<file path="config.mk">
export PLATFORM = sky130hd
export DESIGN_NAME = rwc_div
export DESIGN_NICKNAME = d
export VERILOG_FILES = /design/src/hdl/rwc_div.sv
export SDC_FILE = /design/constraint.sdc
export NUM_CORES = 1
export LEC_CHECK = 0
export ABC_AREA = 1
export BUFFER_PORTS_ARGS = -buffer_cell sky130_fd_sc_hd__buf_2
export CAP_MARGIN = 20
export CORE_ASPECT_RATIO = 0.75
export CORE_MARGIN = 2
export CORE_UTILIZATION = 30
export CTS_CLUSTER_SIZE = 28
export DETAILED_ROUTE_END_ITERATION = 10
export GPL_TIMING_DRIVEN = 0
export HOLD_SLACK_MARGIN = 0.08
export PLACE_DENSITY_LB_ADDON = 0.15
export SETUP_SLACK_MARGIN = 0.5
export SYNTH_ARGS = -nofsm -noshare
export SYNTH_HDL_FRONTEND = slang
export SYNTH_SLANG_ARGS = --single-unit
</file>
<file path="constraint.sdc">
create_clock -name clk_i -period 1.8 [get_ports clk_i]
set_input_delay 0.09 -clock clk_i [delete_from_list [all_inputs] [get_ports clk_i]]
set_output_delay 0.09 -clock clk_i [all_outputs]
set_load 0.005 [all_outputs]
</file>
<file path="src/hdl/rwc_div.sv">
`default_nettype none
// ----------------------------------------------------------------------------
// rwc_div
// Unsigned restoring divider, one quotient bit per cycle.
// ----------------------------------------------------------------------------
module rwc_div #(
  parameter int NUM_W = 22,
  parameter int DEN_W = 16
) (
  input  wire logic             clk_i,
  input  wire logic             rst_ni,
  input  wire logic             start_i,
  input  wire logic [NUM_W-1:0] num_i,
  input  wire logic [DEN_W-1:0] den_i,
  output      logic             done_o,
  output      logic [NUM_W-1:0] quot_o
);

  localparam int CNT_W = $clog2(NUM_W + 1);

  logic [CNT_W-1:0] cnt_q;
  logic             done_q;
  logic [NUM_W-1:0] quo_q;
  logic [DEN_W-1:0] rem_q, den_q;
  logic [DEN_W:0]   shifted;
  logic [DEN_W-1:0] diff;
  logic             ge;

  assign shifted = {rem_q, quo_q[NUM_W-1]};
  assign ge      = shifted >= {1'b0, den_q};
  assign diff    = shifted[DEN_W-1:0] - den_q;

  always_ff @(posedge clk_i or negedge rst_ni) begin
    if (!rst_ni) begin
      cnt_q  <= '0;
      done_q <= 1'b0;
    end else begin
      done_q <= (cnt_q == CNT_W'(1));
      if (start_i) begin
        cnt_q <= CNT_W'(NUM_W);
      end else if (cnt_q != '0) begin
        cnt_q <= cnt_q - CNT_W'(1);
      end
    end
  end

  always_ff @(posedge clk_i) begin
    if (start_i) begin
      quo_q <= num_i;
      rem_q <= '0;
      den_q <= den_i;
    end else if (cnt_q != '0) begin
      quo_q <= {quo_q[NUM_W-2:0], ge};
      rem_q <= ge ? diff : shifted[DEN_W-1:0];
    end
  end

  assign done_o = done_q;
  assign quot_o = quo_q;

endmodule
`default_nettype wire

</file>
======== After elaboration in Yosys (flattened, before gate mapping) ========
Cells that the tools add are included.
storage, ports and cells
  register bits ........................... 60
  bits of input ports ..................... 41
  output and inout port bits .............. 23
  logic and storage cells ................. 16
cells by class
  add/sub/neg operators ................... 2
  order comparisons ....................... 1
  equal/unequal tests ..................... 1
  muxes and demuxes ....................... 5
  reductions and logical operators ........ 2
operators with widths
  operator                                                            count
  22-bit 2-to-1 mux                                                   2
  17-bit by 16-bit greater-or-equal comparator with 1-bit output      1
  16-bit 2-to-1 mux                                                   1
  16-bit subtractor                                                   1
  5-bit 2-to-1 mux                                                    2
  5-bit by 1-bit == test with 1-bit output, second input constant     1
  5-bit nonzero test                                                  1
  5-bit by 1-bit subtractor with 5-bit output, second input constant  1
  2-bit nonzero test                                                  1

======== Longest topological paths before layout ========
  word-level depth ........................ 3
  gate-level depth with buffers ........... 14

======== Worst setup path after synthesis ========
No wires, ideal clock.
  path kind ............................... register to register
  from .................................... register quo_q[21], in the netlist quot_o[21]
  to ...................................... register rem_q[12]
  data arrival time ....................... 1.650 ns
  data required time ...................... 1.687 ns
  path slack .............................. 0.037 ns
  cell stages (with the launch flop) ...... 14
  period minus slack after synthesis ...... 1.763 ns
  cells stage by stage .................... edfxtp_1 inv_1 ha_1 fa_1 inv_1 nand3_1 nand3_1 nand3_1 nand3_1 nand2_1 nand2_1 nand2_1 nand3_1 nand2_1
between the ends
  cells in the longest elaborated chain, start to end .. 2
RTL lines
  item                                                                                                 line    text
  start: declaration                                                                                   23      logic [NUM_W-1:0] quo_q;
  start signal: assignment                                                                             49      quo_q <= num_i;
  start signal: assignment                                                                             53      quo_q <= {quo_q[NUM_W-2:0], ge};
  16-bit subtractor or 17-bit by 16-bit greater-or-equal comparator with 1-bit output (tied branches)  31, 30
  16-bit 2-to-1 mux *                                                                                  54      rem_q <= ge ? diff : shifted[DEN_W-1:0];
  end signal: assignment                                                                               54
  end: declaration                                                                                     24      logic [DEN_W-1:0] rem_q, den_q;
Mark *: on every way between the ends. The rest lies on a longest branch, timed or not.
A chain may end at the register's enable or synchronous reset.

======== Worst setup path after layout ========
  from .................................... register den_q[14]
  to ...................................... register rem_q[12]
between the ends
  cells in the longest elaborated chain, start to end .. 2
RTL lines
  item                                                            line  text
  start: declaration                                              24
  start signal: assignment                                        51    den_q <= den_i;
  17-bit by 16-bit greater-or-equal comparator with 1-bit output  30    assign ge = shifted >= {1'b0, den_q};
  16-bit 2-to-1 mux                                               54
Every way passes these cells.

==> impl_metrics.csv <==
group,metric,value,unit
outcome,status,"finished, violations left",
outcome,violations,"setup timing",
detailed_routing,drt-initial-drc-count,220,
floorplan,die_w,131,um
setup_path,startpoint_type,"flop",
detailed_routing,drc,0,
clocking,cts.path.max_buffers,2,
synth,seq_area_frac_synth,44.2,%
placement,io_buffers,63,
setup_path,worst-path-buf-inv,3,
pwr,vdd_drop_max,0.000788,V
setup_path,reg2reg_from,"den_q[14]",
synth,synth_area,0.00365,mm2
sta,tightest_slew,0.417,ns
detailed_routing,first_pass_iters,4,
clocking,clock-root-buffer,"clkbuf_16",
clocking,worstSkewPairLatency,0.33,ns
pwr,p_int,0.00491,W
floorplan,die_h,99.5,um
synth,synth-seq-cells,60,
synth,synth_edf_count,38,
floorplan,start_util,31.1,%
sta,final-setup-viol-count,12,
sta,period_share,103,%
job,maxCapViolCount,0,
global_routing,grt_overflow,0,
synth,synth_top_cell_by_area,"edfxtp_1",
synth,synth_area_leaders,"edfxtp_1 31%, nand2_1 20%, dfxtp_1 8.8%, inv_1 8.0%, ha_1 6.5%",
pwr,power_frac_comb,57.8,%
setup_path,reg2reg_slack,-0.06,ns
setup_path,critPathMaxFanout,8,
synth,synthCells,479,
global_routing,grt_pass1_vias,3454,
floorplan,core,0.0117,mm2
detailed_routing,vias,3553,
pwr,leakagePower,2.89,nW
cells_and_area,layout_common_cells,"161 x nand2_1, 62 x buf_2, 59 x inv_1",
cells_and_area,drive_gt1_share,39.9,%
synth,ys_types,35,
global_routing,grt_max_degree,18,
cells_and_area,num_antenna_cells,0,
sta,whs,0.112,ns
setup_path,r2r_end,"rem_q[12]",
placement,dpl.hpwl,7000,um
cells_and_area,nets,695,
setup_path,crit_family,"simple AND/OR/NAND/NOR gates",
setup_path,cp_data_required_time,2.08,ns
placement,gp_congestion,0.865,
global_routing,grtUsageMet3,3.52,%
synth,async_reset_ff_share,10.0,%
setup_path,cp-end-kind,"flop",
clocking,cts.sinks,60,
setup_path,crit_top_cell,"nand2_2",
pwr,p_total,0.00834,W
sta,max_slew_margin,72.2,%
synth,yosysWarningCount,0,
global_routing,grt.busiest_layer,"met2",
worst_hold_path,hold_path_class,"input pin to async pin",
pwr,seq_power_share,23.7,%
setup_path,cpPeakStageDelay,0.39,ns
global_routing,antenna_found_initial,0,
sta,rsz0062_at_grt,"true",
sta,finalClockSkew,0.00525,ns
detailed_routing,wirelength,11200,um
pwr,pwr-share-clk,18.5,%
synth,syn_nets,540,
detailed_routing,wl_per_cell,13.9,um
sta,layout_setup_ws,-0.0566,ns
global_routing,use_met2,25.4,%
pwr,p_switching,0.00343,W
setup_path,cpMaxStageDelayCell,"edfxtp_1",
sta,maxSlewViolCount,0,
floorplan,io_pins,64,
synth,synth_flop_cell,"edfxtp_1",
synth,synth_top_area_share,31.3,%
cells_and_area,area_delta_synth_final,64.1,%
setup_path,worstSetupPathType,"flop to flop",
setup_path,cp_cell_sequence,"inv_2 -> ha_4 -> nand2_1 -> nand2_2 -> a21oi_2 -> nand2_2 -> nor2_4 -> buf_12 -> nand2_8 -> buf_12 -> nand2_2 -> nand3_2 -> nand2_1",
clocking,cts_buffers,9,
setup_path,startpoint,"den_q[14]",
pwr,power_density,1390,mW/mm2
floorplan,num_rows,34,
global_routing,grt.met1_usage,23.3,%
clocking,cts_tree,"yes",
sta,finalHoldViolations,0,
cells_and_area,final_common_cell,"nand2_1",
global_routing,grtUsageTotal,16.7,%
floorplan,dieArea,0.0131,mm2
sta,clock.fmax,539,MHz
sta,period_needed,1.86,ns
synth,avgSynthCellArea,7.61,um2
setup_path,r2r_cells,13,
detailed_routing,antenna_left,0,
setup_path,worstPathArrival,2.13,ns
pwr,power.share.switching,41.1,%
detailed_routing,viasPerCell,4.44,
clocking,htree_levels,3,
global_routing,grt_pass1_wl,17100,um
clocking,clk_pin_slew,0.05,ns
registers in the layout (all words and copies together) (netlist names):
| register | cells |
|---|---|
| den_q | 16 |
| cnt_q | 5 |
| quot_o | 22 |
| rem_q | 16 |
| done_o | 1 |
stage by stage:
step	instances	utilization [%]	area, um2	worst slack [ns]	setup TNS, ns
after detailed placement	704	37.5	4410	-0.156	-5.27
after CTS	795	49.4	5800	-0.00461	-0.0145
after global routing	801	51.0	5980	-0.138	-1.44
after global placement	704	37.5	4410	-0.156	-5.34
after floorplan	479	-	3890	0.147	0
final	801	51.0	5980	-0.0566	-0.378
worst max path at each step:
stage	endpoint	slack (ns)	cells after the start
2_1_floorplan	quot_o[0]	0.15	11
3_3_place_gp	quot_o[4]	-0.16	5
3_5_place_dp	rem_q[6]	-0.16	13
4_1_cts	rem_q[7]	-0.005	15
5_1_grt	rem_q[15]	-0.14	12
6_report	rem_q[12]	-0.06	13
layout make-up:
type,count,area [um2]
Sequential cell,60,1610
Multi-Input combinational cell,329,2310
Timing Repair inverter,1,7.51
Clock buffer,11,233
Inverter,80,307
Buffer,10,115
Clock inverter,5,28.8
Tap cell,162,203
Timing Repair Buffer,143,1170
Fill cell,1123,5760
what timing repair did:
item,CTS,global route
endpoints found under the setup margin,63,43
hold endpoints to repair,43,0
gates cloned,4,1
hold buffers,38,0
pin swaps,37,31
setup buffers,33,5
gates resized for setup,92,35
synth_stat cells (2+ instances only):
cell,n
nor3_1,3
o21ai_0,6
nor2_4,2
clkbuf_1,5
nand2_2,3
buf_4,2
inv_2,2
nand3_1,44
edfxtp_1,38
nand2_4,2
ha_1,19
nand3b_1,5
xnor2_1,6
a21oi_1,7
nand2_1,192
nor2_1,15
dfxtp_1,16
inv_1,78
a31oi_1,2
nand3_2,4
dfrtp_1,6
nand4_1,5
nor2_2,5
logic make-up (layout without fill, tap and decap cells):
family / after synthesis / after routing / share of synthesized area, %
xor gates and xnor gates: 7 / 7 / 1.68
DFF: 60 / 60 / 44.2
and+or+nand+nor: 283 / 283 / 34.1
AOI/OAI and AO/OA: 19 / 19 / 2.92
buffers and inverters: 90 / 250 / 9.99
adders and majority gates: 20 / 20 / 7.07
routing by layer:
layer	up-vias	share of wire (%)
met3	20	3.0
met2	58	45
met1	1653	49
li1	1822	-
met5	-	0
met4	0	2.2
power groups by stage:
stage	Combinational (W)	Sequential (W)	Clock, W
2_1_floorplan	0.00246	0.00195	0
3_3_place_gp	0.00317	0.00197	0
3_5_place_dp	0.00319	0.00198	0
4_1_cts	0.00454	0.00197	0.00158
5_1_grt	0.00522	0.00201	0.00163
6_report	0.00482	0.00198	0.00154
Power figures use the tool's default switching activity.
